**src/rtl/desync_episode_leaky_bucket_defines.svh**
```systemverilog
// Assertion macros for the desync episode leaky bucket.
// Included by the top level; no other dependencies.
`ifndef DESYNC_EPISODE_LEAKY_BUCKET_DEFINES_SVH
`define DESYNC_EPISODE_LEAKY_BUCKET_DEFINES_SVH

// same-cycle implication
`define DELB_ASSERT_NOW(label, clk, rst, ante, cons, msg) \
  label: assert property (@(posedge clk) disable iff (rst) (ante) |-> (cons)) else $error(msg);

// next-cycle implication
`define DELB_ASSERT_NEXT(label, clk, rst, ante, cons, msg) \
  label: assert property (@(posedge clk) disable iff (rst) (ante) |=> (cons)) else $error(msg);

`endif

```
**src/rtl/delb_pkg.sv**
```systemverilog
// Shared types and constants for the desync episode leaky bucket.
// No dependencies.
package delb_pkg;

  localparam int CFG_DATA_W = 10;
  localparam int CFG_IDX_W  = 3;

  typedef enum logic [CFG_IDX_W-1:0] {
    CFG_EPISODE_LIMIT = 3'd0,
    CFG_CHARGE_JUMP   = 3'd1,
    CFG_CHARGE_STALL  = 3'd2,
    CFG_DRAIN_PERIOD  = 3'd3,
    CFG_BACKOFF_MIN   = 3'd4,
    CFG_BACKOFF_BASE  = 3'd5,
    CFG_BACKOFF_STEP  = 3'd6,
    CFG_BACKOFF_MAX   = 3'd7
  } cfg_idx_t;

  typedef enum logic [2:0] {
    OP_TICK  = 3'd0,
    OP_STALL = 3'd1,
    OP_JUMP  = 3'd2,
    OP_EARLY = 3'd3,
    OP_CLEAR = 3'd4
  } op_t;

  localparam logic [7:0]  EARLY_DESYNC_LIMIT  = 8'd20;
  localparam logic [15:0] ACQ_CLEAR_CROSSINGS = 16'd500;
  localparam logic [7:0]  SAT8                = 8'hFF;

  localparam logic [7:0] RST_EPISODE_LIMIT = 8'd40;
  localparam logic [7:0] RST_CHARGE_JUMP   = 8'd8;
  localparam logic [7:0] RST_CHARGE_STALL  = 8'd12;
  localparam logic [7:0] RST_DRAIN_PERIOD  = 8'd100;
  localparam logic [7:0] RST_BACKOFF_MIN   = 8'd16;
  localparam logic [9:0] RST_BACKOFF_BASE  = 10'd100;
  localparam logic [7:0] RST_BACKOFF_STEP  = 8'd25;
  localparam logic [9:0] RST_BACKOFF_MAX   = 10'd500;

  typedef struct packed {
    logic [7:0] episode_limit;
    logic [7:0] charge_jump;
    logic [7:0] charge_stall;
    logic [7:0] drain_period_ms;
    logic [7:0] backoff_min_level;
    logic [9:0] backoff_base_ms;
    logic [7:0] backoff_step_ms;
    logic [9:0] backoff_max_ms;
  } cfg_t;

  typedef struct packed {
    logic [2:0]  opcode;
    logic [15:0] zero_cross_count;
    logic        closed_loop;
    logic        blind_idle;
    logic        demag_idle;
  } item_t;

  typedef struct packed {
    logic [7:0] bucket;
    logic [7:0] drain_counter;
    logic [9:0] holdoff_counter;
    logic [7:0] early_count;
    logic [7:0] resist_count;
  } state_t;

  typedef struct packed {
    logic [7:0] bucket_level;
    logic [9:0] holdoff_left;
    logic       holdoff_active;
    logic       fault_trip;
    logic [7:0] resist_events;
    logic [7:0] early_desync_count;
  } result_t;

endpackage

```
**src/rtl/delb_evt_if.sv**
```systemverilog
// Event channel: valid/ready handshake with one event item as payload.
// No dependencies.
interface delb_evt_if;
  logic        valid;
  logic        ready;
  logic [2:0]  opcode;
  logic [15:0] zero_cross_count;
  logic        closed_loop;
  logic        blind_idle;
  logic        demag_idle;

  modport source (output valid, opcode, zero_cross_count, closed_loop, blind_idle,
                  demag_idle, input ready);
  modport sink (input valid, opcode, zero_cross_count, closed_loop, blind_idle,
                demag_idle, output ready);
endinterface

```
**src/rtl/delb_res_if.sv**
```systemverilog
// Result channel: valid/ready handshake with one status item as payload.
// No dependencies.
interface delb_res_if;
  logic       valid;
  logic       ready;
  logic [7:0] bucket_level;
  logic [9:0] holdoff_left;
  logic       holdoff_active;
  logic       fault_trip;
  logic [7:0] resist_events;
  logic [7:0] early_desync_count;

  modport source (output valid, bucket_level, holdoff_left, holdoff_active, fault_trip,
                  resist_events, early_desync_count, input ready);
  modport sink (input valid, bucket_level, holdoff_left, holdoff_active, fault_trip,
                resist_events, early_desync_count, output ready);
endinterface

```
**src/rtl/desync_episode_leaky_bucket.sv**
```systemverilog
// Desync episode leaky bucket: escalates motor desync episodes into a
// restart holdoff and a trip flag. One event item is taken per clock
// unless the result sink stalls; each produces one status item through
// the input register, then the result register. Sustained rate is one
// item per cycle, limited only by the result sink's ready; the state
// update for an item is a single registered pass through the
// charge/holdoff datapath (one 8x8 multiply plus add and clamp).
// Depends on delb_pkg, delb_evt_if, delb_res_if, delb_cfg_regs, delb_core
// and desync_episode_leaky_bucket_defines.svh.
`include "desync_episode_leaky_bucket_defines.svh"

module desync_episode_leaky_bucket (
  input  logic                            clk,
  input  logic                            rst,
  input  logic                            cfg_we,
  input  logic [delb_pkg::CFG_IDX_W-1:0]  cfg_index,
  input  logic [delb_pkg::CFG_DATA_W-1:0] cfg_data,
  delb_evt_if.sink                        evt,
  delb_res_if.source                      res
);
  import delb_pkg::*;

  cfg_t    cfg;
  item_t   s1_item;
  logic    s1_valid;
  logic    s1_advance;
  state_t  state;
  state_t  state_next;
  result_t core_result;
  result_t out_res;
  logic    out_valid;
  logic    charged;

  delb_cfg_regs u_cfg (
    .clk       (clk),
    .rst       (rst),
    .cfg_we    (cfg_we),
    .cfg_index (cfg_index),
    .cfg_data  (cfg_data),
    .cfg       (cfg)
  );

  delb_core u_core (
    .cfg        (cfg),
    .item       (s1_item),
    .state      (state),
    .state_next (state_next),
    .result     (core_result),
    .charged    (charged)
  );

  assign s1_advance = s1_valid && (!out_valid || res.ready);
  assign evt.ready  = !s1_valid || s1_advance;

  always_ff @(posedge clk) begin
    if (rst) begin
      s1_valid <= 1'b0;
    end else if (evt.ready) begin
      s1_valid <= evt.valid;
    end
    if (evt.ready && evt.valid) begin
      s1_item.opcode           <= evt.opcode;
      s1_item.zero_cross_count <= evt.zero_cross_count;
      s1_item.closed_loop      <= evt.closed_loop;
      s1_item.blind_idle       <= evt.blind_idle;
      s1_item.demag_idle       <= evt.demag_idle;
    end
  end

  always_ff @(posedge clk) begin
    if (rst) begin
      state <= '0;
    end else if (s1_advance) begin
      state <= state_next;
    end
  end

  always_ff @(posedge clk) begin
    if (rst) begin
      out_valid <= 1'b0;
    end else if (s1_advance) begin
      out_valid <= 1'b1;
    end else if (res.ready) begin
      out_valid <= 1'b0;
    end
    if (s1_advance)
      out_res <= core_result;
  end

  assign res.valid              = out_valid;
  assign res.bucket_level       = out_res.bucket_level;
  assign res.holdoff_left       = out_res.holdoff_left;
  assign res.holdoff_active     = out_res.holdoff_active;
  assign res.fault_trip         = out_res.fault_trip;
  assign res.resist_events      = out_res.resist_events;
  assign res.early_desync_count = out_res.early_desync_count;

  `DELB_ASSERT_NEXT(a_adv_gives_result, clk, rst, s1_advance, out_valid, "item processed without result")
  `DELB_ASSERT_NEXT(a_state_hold, clk, rst, !s1_advance, $stable(state), "state moved without an item")
  `DELB_ASSERT_NOW(a_stall_backpressure, clk, rst, s1_valid && out_valid && !res.ready, !evt.ready, "input taken while pipeline is full")
  `DELB_ASSERT_NEXT(a_holdoff_ceiling, clk, rst, s1_advance && charged, (state.holdoff_counter <= $past(cfg.backoff_max_ms)) || (state.holdoff_counter == $past(state.holdoff_counter)), "charge armed holdoff above ceiling")

endmodule

```
**src/rtl/delb_cfg_regs.sv**
```systemverilog
// Configuration register bank for the leaky bucket.
// Depends on delb_pkg.
module delb_cfg_regs (
  input  logic                                clk,
  input  logic                                rst,
  input  logic                                cfg_we,
  input  logic [delb_pkg::CFG_IDX_W-1:0]      cfg_index,
  input  logic [delb_pkg::CFG_DATA_W-1:0]     cfg_data,
  output delb_pkg::cfg_t                      cfg
);
  import delb_pkg::*;

  always_ff @(posedge clk) begin
    if (rst) begin
      cfg.episode_limit     <= RST_EPISODE_LIMIT;
      cfg.charge_jump       <= RST_CHARGE_JUMP;
      cfg.charge_stall      <= RST_CHARGE_STALL;
      cfg.drain_period_ms   <= RST_DRAIN_PERIOD;
      cfg.backoff_min_level <= RST_BACKOFF_MIN;
      cfg.backoff_base_ms   <= RST_BACKOFF_BASE;
      cfg.backoff_step_ms   <= RST_BACKOFF_STEP;
      cfg.backoff_max_ms    <= RST_BACKOFF_MAX;
    end else if (cfg_we) begin
      case (cfg_idx_t'(cfg_index))
        CFG_EPISODE_LIMIT: cfg.episode_limit     <= cfg_data[7:0];
        CFG_CHARGE_JUMP:   cfg.charge_jump       <= cfg_data[7:0];
        CFG_CHARGE_STALL:  cfg.charge_stall      <= cfg_data[7:0];
        CFG_DRAIN_PERIOD:  cfg.drain_period_ms   <= cfg_data[7:0];
        CFG_BACKOFF_MIN:   cfg.backoff_min_level <= cfg_data[7:0];
        CFG_BACKOFF_BASE:  cfg.backoff_base_ms   <= cfg_data;
        CFG_BACKOFF_STEP:  cfg.backoff_step_ms   <= cfg_data[7:0];
        CFG_BACKOFF_MAX:   cfg.backoff_max_ms    <= cfg_data;
        default: ;
      endcase
    end
  end

endmodule

```
**src/rtl/delb_core.sv**
```systemverilog
// Next-state and result logic for one event item.
// Depends on delb_pkg.
module delb_core (
  input  delb_pkg::cfg_t    cfg,
  input  delb_pkg::item_t   item,
  input  delb_pkg::state_t  state,
  output delb_pkg::state_t  state_next,
  output delb_pkg::result_t result,
  output logic              charged
);
  import delb_pkg::*;

  logic [7:0]  weight;
  logic [8:0]  bucket_sum;
  logic [7:0]  charged_bucket;
  logic [7:0]  level_over;
  logic [15:0] step_prod;
  logic [16:0] hold_raw;
  logic [9:0]  hold_clamped;
  logic [9:0]  armed_holdoff;
  logic [7:0]  early_inc;
  logic [7:0]  drain_inc;
  logic        healthy;
  logic        early_fire;
  logic        trip;

  always_comb begin
    early_inc  = state.early_count + 8'd1;
    early_fire = (early_inc >= EARLY_DESYNC_LIMIT);

    weight         = (item.opcode == OP_STALL) ? cfg.charge_stall : cfg.charge_jump;
    bucket_sum     = {1'b0, state.bucket} + {1'b0, weight};
    charged_bucket = bucket_sum[8] ? SAT8 : bucket_sum[7:0];

    // holdoff = base + (level - min) * step, clamped, never shortened
    level_over   = charged_bucket - cfg.backoff_min_level;
    step_prod    = {8'd0, level_over} * {8'd0, cfg.backoff_step_ms};
    hold_raw     = {7'd0, cfg.backoff_base_ms} + {1'b0, step_prod};
    hold_clamped = (hold_raw > {7'd0, cfg.backoff_max_ms}) ? cfg.backoff_max_ms
                                                           : hold_raw[9:0];
    if (charged_bucket >= cfg.backoff_min_level && hold_clamped > state.holdoff_counter)
      armed_holdoff = hold_clamped;
    else
      armed_holdoff = state.holdoff_counter;

    healthy   = item.closed_loop & item.blind_idle & item.demag_idle;
    drain_inc = (state.drain_counter == SAT8) ? state.drain_counter
                                              : state.drain_counter + 8'd1;

    state_next = state;
    charged    = 1'b0;

    case (op_t'(item.opcode))
      OP_TICK: begin
        if (item.zero_cross_count > ACQ_CLEAR_CROSSINGS)
          state_next.early_count = '0;
        if (state.holdoff_counter != '0)
          state_next.holdoff_counter = state.holdoff_counter - 10'd1;
        if (healthy && state.bucket != '0) begin
          if (drain_inc >= cfg.drain_period_ms) begin
            state_next.drain_counter = '0;
            state_next.bucket        = state.bucket - 8'd1;
          end else begin
            state_next.drain_counter = drain_inc;
          end
        end else begin
          state_next.drain_counter = '0;
        end
      end
      OP_STALL, OP_JUMP: begin
        charged = 1'b1;
      end
      OP_EARLY: begin
        if (early_fire) begin
          charged                = 1'b1;
          state_next.early_count = '0;
          if (state.resist_count != SAT8)
            state_next.resist_count = state.resist_count + 8'd1;
        end else begin
          state_next.early_count = early_inc;
        end
      end
      OP_CLEAR: begin
        state_next.bucket          = '0;
        state_next.holdoff_counter = '0;
        state_next.early_count     = '0;
      end
      default: ;
    endcase

    if (charged) begin
      state_next.bucket          = charged_bucket;
      state_next.drain_counter   = '0;
      state_next.holdoff_counter = armed_holdoff;
    end
    trip = charged && (charged_bucket >= cfg.episode_limit);

    result.bucket_level       = state_next.bucket;
    result.holdoff_left       = state_next.holdoff_counter;
    result.holdoff_active     = (state_next.holdoff_counter != '0);
    result.fault_trip         = trip;
    result.resist_events      = state_next.resist_count;
    result.early_desync_count = state_next.early_count;
  end

endmodule
```
**src/flat_wrapper.sv**
```systemverilog
// flat-port wrapper written by rule: the top's interface ports become plain ports
module desync_episode_leaky_bucket_flat import delb_pkg::*;
  (clk, rst, cfg_we, cfg_index, cfg_data, evt_valid, evt_opcode, evt_zero_cross_count, evt_closed_loop, evt_blind_idle, evt_demag_idle, evt_ready, res_valid, res_bucket_level, res_holdoff_left, res_holdoff_active, res_fault_trip, res_resist_events, res_early_desync_count, res_ready);
  delb_evt_if evt_i ();
  delb_res_if res_i ();
  input  logic clk;
  input  logic rst;
  input  logic cfg_we;
  input  logic [delb_pkg::CFG_IDX_W-1:0] cfg_index;
  input  logic [delb_pkg::CFG_DATA_W-1:0] cfg_data;
  input wire logic [$bits(evt_i.valid)-1:0] evt_valid;
  input wire logic [$bits(evt_i.opcode)-1:0] evt_opcode;
  input wire logic [$bits(evt_i.zero_cross_count)-1:0] evt_zero_cross_count;
  input wire logic [$bits(evt_i.closed_loop)-1:0] evt_closed_loop;
  input wire logic [$bits(evt_i.blind_idle)-1:0] evt_blind_idle;
  input wire logic [$bits(evt_i.demag_idle)-1:0] evt_demag_idle;
  output wire logic [$bits(evt_i.ready)-1:0] evt_ready;
  output wire logic [$bits(res_i.valid)-1:0] res_valid;
  output wire logic [$bits(res_i.bucket_level)-1:0] res_bucket_level;
  output wire logic [$bits(res_i.holdoff_left)-1:0] res_holdoff_left;
  output wire logic [$bits(res_i.holdoff_active)-1:0] res_holdoff_active;
  output wire logic [$bits(res_i.fault_trip)-1:0] res_fault_trip;
  output wire logic [$bits(res_i.resist_events)-1:0] res_resist_events;
  output wire logic [$bits(res_i.early_desync_count)-1:0] res_early_desync_count;
  input wire logic [$bits(res_i.ready)-1:0] res_ready;
  assign evt_i.valid = evt_valid;
  assign evt_i.opcode = evt_opcode;
  assign evt_i.zero_cross_count = evt_zero_cross_count;
  assign evt_i.closed_loop = evt_closed_loop;
  assign evt_i.blind_idle = evt_blind_idle;
  assign evt_i.demag_idle = evt_demag_idle;
  assign evt_ready = evt_i.ready;
  assign res_valid = res_i.valid;
  assign res_bucket_level = res_i.bucket_level;
  assign res_holdoff_left = res_i.holdoff_left;
  assign res_holdoff_active = res_i.holdoff_active;
  assign res_fault_trip = res_i.fault_trip;
  assign res_resist_events = res_i.resist_events;
  assign res_early_desync_count = res_i.early_desync_count;
  assign res_i.ready = res_ready;
  desync_episode_leaky_bucket u_core (.clk(clk), .rst(rst), .cfg_we(cfg_we), .cfg_index(cfg_index), .cfg_data(cfg_data), .evt(evt_i), .res(res_i));
endmodule
```
**config.mk**
```make
export PLATFORM = sky130hd
export DESIGN_NAME = desync_episode_leaky_bucket_flat
export DESIGN_NICKNAME = d
export VERILOG_FILES = /design/src/rtl/delb_pkg.sv /design/src/rtl/delb_evt_if.sv /design/src/rtl/delb_res_if.sv /design/src/rtl/desync_episode_leaky_bucket.sv /design/src/rtl/delb_cfg_regs.sv /design/src/rtl/delb_core.sv /design/src/flat_wrapper.sv
export VERILOG_INCLUDE_DIRS = /design/src /design/src/rtl
export SDC_FILE = /design/constraint.sdc
export NUM_CORES = 1
export LEC_CHECK = 0
export BUFFER_PORTS_ARGS = -buffer_cell sky130_fd_sc_hd__buf_2
export CORE_AREA = 4 4 144 146
export CTS_BUF_LIST = sky130_fd_sc_hd__clkbuf_4 sky130_fd_sc_hd__clkbuf_8
export DETAILED_ROUTE_END_ITERATION = 6
export DIE_AREA = 0 0 148 150
export PLACE_DENSITY = 0.89
export SETUP_SLACK_MARGIN = 0.3
export SYNTH_ARGS = -nofsm -noshare
export SYNTH_HDL_FRONTEND = slang
export SYNTH_SLANG_ARGS = --single-unit
```
**constraint.sdc**
```tcl
create_clock -name clk -period 15.35 [get_ports clk]
set_input_delay 1.535 -clock clk [delete_from_list [all_inputs] [get_ports clk]]
set_output_delay 1.535 -clock clk [all_outputs]
set_load 0.01 [all_outputs]
```
* Word level (Yosys, flattened, before mapping) *
Index checks and enable logic that the tools add are counted.

storage, ports and cells
  register bits after elaboration = 170
  bits of input ports = 40
  output and inout bits = 38
  word-level logic and storage cells = 107

operators by class
  $add $sub $neg = 8
  multipliers = 1
  magnitude comparators = 7
  equality and inequality tests = 13
  muxes and demuxes = 24
  bitwise operators = 2
  reductions and logical operators = 26

operators by type and width
  cell                   count
  $mux 8                 13
  $mux 10                3
  $mux 26                1
  $add 8x1->8 const B    3
  $ge 8x8->1             3
  $pmux 8 s3             1
  $pmux 10 s2            1
  $reduce_bool 10->1     2
  $reduce_and 2->1       9
  $add 10x16->17         1
  $gt 17x10->1           1
  $gt 16x9->1 const B    1
  $mul 8x8->16           1
  $pmux 8 s2             1
  $eq 3x3->1 const B     5
  $eq 3x2->1 const B     4
  $gt 10x10->1           1
  $sub 10x1->10 const B  1
  $add 8x8->9            1
  $eq 8x8->1 const B     1
  $ge 8x5->1 const B     1
  $ne 8x8->1 const B     1
  $reduce_bool 8->1      1
  $sub 8x1->8 const B    1
  11 further kinds       23

* Logic depth before layout (Yosys ltp) *
  word-level depth = 14
  depth in mapped cells = 57
  gate-level depth less buffers = 55

* Cells and area by module *
Synthesis repeated with hierarchy kept, for this count alone.

second synthesis, totals
  cells, all modules = 1323
  area total of the unflattened synthesis = 12569.6 um2

by module, submodules not included
  module                       instances  cells an instance  area each (um2)  seq. area each (um2)
  delb_core                    1          816                6128.4           0.0
  desync_episode_leaky_bucket  1          250                3707.3           2622.5
  delb_cfg_regs                1          257                2733.9           1361.3

* Least setup slack after synthesis *
Ideal clock, no wire load.

  path type = reg2reg
  from = register u_core.s1_item[21] (netlist name)
  to = register u_core.out_res, in the netlist u_core.res.holdoff_active (data pin)
  arrival time = 11476 ps
  required time = 15066 ps
  setup slack = 3591 ps
  cell stages (with the launch flop) = 58
  path buffers = 2
  clock period less this slack = 11759 ps
  cell sequence = edfxtp_1 -> clkbuf_1 -> nor3b_1 -> mux2_2 -> ha_1 -> inv_1 -> fa_1 -> nor2b_1 -> o21ai_0 -> a21boi_0 -> o21ai_0 -> a21boi_0 -> o21a_1 -> nor2_1 -> nand2_1 -> ha_1 -> nor2b_1 -> o21ai_0 -> [22 not listed] -> o31a_1 -> a211oi_1 -> o2111ai_1 -> nor3_4 -> buf_2 -> nand2_1 -> o21ai_0 -> ha_1 -> and4_1 -> nand4_1 -> o21ai_0 -> a41oi_1 -> a21oi_1 -> a21oi_1 -> o21ai_0 -> a221o_1 -> nor4_1 -> nand4_1

RTL lines
  what                  RTL line                           text
  from (decl)           desync_episode_leaky_bucket.sv:24  item_t s1_item;
  to (signal assigned)  desync_episode_leaky_bucket.sv:87  out_res <= core_result;
  to (decl)             desync_episode_leaky_bucket.sv:30  result_t out_res;

==> run summary <==
Status -> finished, final reports clean
Worst-margin pin slew -> 1.14 ns
Maximum VDD drop -> 0.0000845 V
Layout Nets -> 1554
Num CTS Buffers -> 17
Period minus WS final -> 13.90 ns
Crit-path slowest cell -> nor3b_1
IO Pins -> 78
Die Y -> 150 microns
Commonest non-fill, non-tap cell in the layout -> nand2_1
Post-DRT Antenna Nets -> 0
GRT overflow -> 0
Pins Over Slew Limit -> 0
Gpl congestion -> 0.994
Crit path kind -> flip-flop to flip-flop
Final period util -> 90.5%
Pwr per Cell Area -> 134 nW/um^2
DRC -> 0
Clock Sinks -> 170
Max H-tree Level -> 4
Initial antenna violation count -> 0
Layout cell share with drive strength beyond 1 -> 10.1%
Fin. Hold Viols -> 0
Layout area overhead -> 8.67%
Static Leak -> 5.36 nW
GRT Overall Usage -> 25.8%
# diodes -> 0
Drt initial violations -> 929
Post-CTS setup repair buffer count -> 0
Initial DRT Pass Iterations -> 5
CP endpoint kind -> flip-flop
Top FF cell, synth -> dfxtp_1
Starting density of the core -> 59.0%
Largest delay contributor family on the critical path -> compound AO/OA/AOI/OAI gates
Gate Count Post-Synth -> 1308
Slowest stage delay, CP -> 0.99 ns
Cell mode on critical path -> o21ai_0
Post-CTS resize count -> 0
Syn Nets -> 1494
Inst Count DP -> 1614
Clock buffer depth -> 2
Post-route non-filler standard cell count -> 1646
Number of synthesized flops with an enable pin -> 58
Clk_lat worst skew -> 0.47 ns
WL/cell -> 17.2 microns
Via density -> 5.96
Slew headroom -> 24.2%
Setup Skew -> 0.0162 ns
Row count -> 51
Synth Cell Area -> 11400 sq um
Syn. warnings -> 0
Most frequent cells in the layout -> nand2_1 (193), inv_1 (143), dfxtp_1 (112), ha_1 (98), nor2_1 (95)
Arr. time, crit path -> 14.08 ns
Hold WC Path Type -> flip-flop to flip-flop
CP Buf/Inv Count -> 5
Post-synthesis sequential area ratio -> 34.8%
Global-route wire length before repair -> 46.4 mm
Drt total wl -> 28.3 mm
DP HPWL -> 21.2 mm
#FFs+latches synth -> 170
Worst-path fanout max -> 18
Top-area cell type share of the netlist area -> 19.6%
CP Data Required Time -> 15.53 ns
Clock Pin Slew Worst Setup and Hold Paths -> 0.10 ns
IO buf count -> 77
CP Launch Type -> flip-flop
Yosys cell types -> 68
Final setup fails -> 0
DIE AREA -> 22200 sq um
Die W -> 148 microns
Core area -> 19400 sq um
Max Clk Rate -> 72.0 MHz
Root buf cell -> clkbuf_8
Dominant cells by area after synthesis -> dfxtp_1 (20%), edfxtp_1 (15%), ha_1 (11%)
Max-Cap Viols -> 0
Largest net degree at the start of global routing -> 112
Via count -> 9804
Final setup TNS -> 0 ns
RSZ-0062 raised after global routing -> false
Post-CTS Hold Buffers -> 0
Post-synth top area cell -> dfxtp_1
Pwr Total -> 1.67 mW
CTS tree -> yes
Asr flop ratio synth -> 0%
Syn avg cell area -> 8.75 sq um
Filler instances -> 1560
Vias in the first global route -> 9470
==> worst register-to-register path, delay by kind of cell (launching register included) <==
kind,cells,cell delay [ns]
muxes,2,0.77
DFF,1,0.62
buffers and inverters,5,0.32
adders and majority gates,10,3.75
AOI/OAI and AO/OA,18,4.30
xor gates and xnor gates,1,0.28
and+or+nand+nor,14,3.59
==> path summary, 6_finish.rpt <==
kind,end,depth (start not counted),startpoint,slack [ns]
max,u_core.res.holdoff_active$_DFFE_PP_,50,u_core.s1_item[21]$_DFFE_PP_,1.45
max reg2reg,u_core.res.holdoff_active$_DFFE_PP_,50,u_core.s1_item[21]$_DFFE_PP_,1.45
min reg2reg,u_core.u_cfg.cfg[51]$_SDFFE_PP0P_,2,u_core.u_cfg.cfg[51]$_SDFFE_PP0P_,0.46
min,u_core.u_cfg.cfg[51]$_SDFFE_PP0P_,2,u_core.u_cfg.cfg[51]$_SDFFE_PP0P_,0.46
==> cells in the mapped netlist, types with 25 or more instances <==
cell and n:
fa_1 48, a21oi_1 92, nor2_1 95, edfxtp_1 58, o21ai_0 50, clkbuf_1 29, nor3_1 26, inv_1 143
ha_1 98, nand2_1 193, and2_1 44, nor2b_1 25, dfxtp_1 112
==> through the flow <==
| stage | hold slack [ns] | setup slack (ns) | utilization, % | instance area (sq um) |
|---|---|---|---|---|
| final | 0.463 | 1.45 | 64.1 | 12400 |
| after global routing | 0.481 | 0.508 | 64.1 | 12400 |
| after CTS | 0.461 | 1.69 | 64.1 | 12400 |
| after detailed placement | 0.445 | 1.74 | 62.0 | 12000 |
| after global placement | 0.441 | 2.44 | 62.0 | 12000 |
| after floorplan | 0.433 | 3.59 | - | 11400 |
==> where the power goes <==
group	total (mW)	internal [mW]	switching [mW]
registers	0.501	0.488	0.0133
logic	0.851	0.328	0.523
clock network	0.317	0.124	0.194
total	1.67	0.940	0.730
==> logic make-up after synthesis <==
logic type | Yosys count | synth area share, %
AOI/OAI and AO/OA | 259 | 14.6
xor gates and xnor gates | 29 | 2.22
adders and majority gates | 146 | 19.1
buffers and inverters | 184 | 6.15
DFF | 170 | 34.8
muxes | 21 | 1.98
and+or+nand+nor | 499 | 21.1
==> sequential cells by signal, indices dropped and copies added (netlist names) <==
signal	cells
u_core.res.holdoff_left	10
u_core.res.resist_events	8
u_core.res.holdoff_active	1
u_core.u_cfg.cfg	68
u_core.res.fault_trip	1
u_core.s1_item	22
u_core.state	42
u_core.res.bucket_level	8
u_core.res.valid	1
u_core.s1_valid	1
u_core.res.early_desync_count	8
==> routing by layer <==
metal	vias to the layer above	part of all wire (%)	global-route usage [%]
li1	4629	-	-
met1	4641	43	34.8
met2	461	47	42.7
met3	73	7.7	4.36
met4	0	2.6	7.94
met5	-	0	0
==> final cells by class <==
class,count,area (sq um),share of cell area [%]
Multi-Input combinational cell,954,6750,54.3
Sequential cell,170,3980,32.0
Inverter,144,541,4.35
Timing Repair Buffer,81,418,3.36
Tap cell,265,332,2.67
Clock buffer,17,234,1.88
Clock inverter,15,171,1.38
No activity file was read; power rests on OpenSTA's default activity.
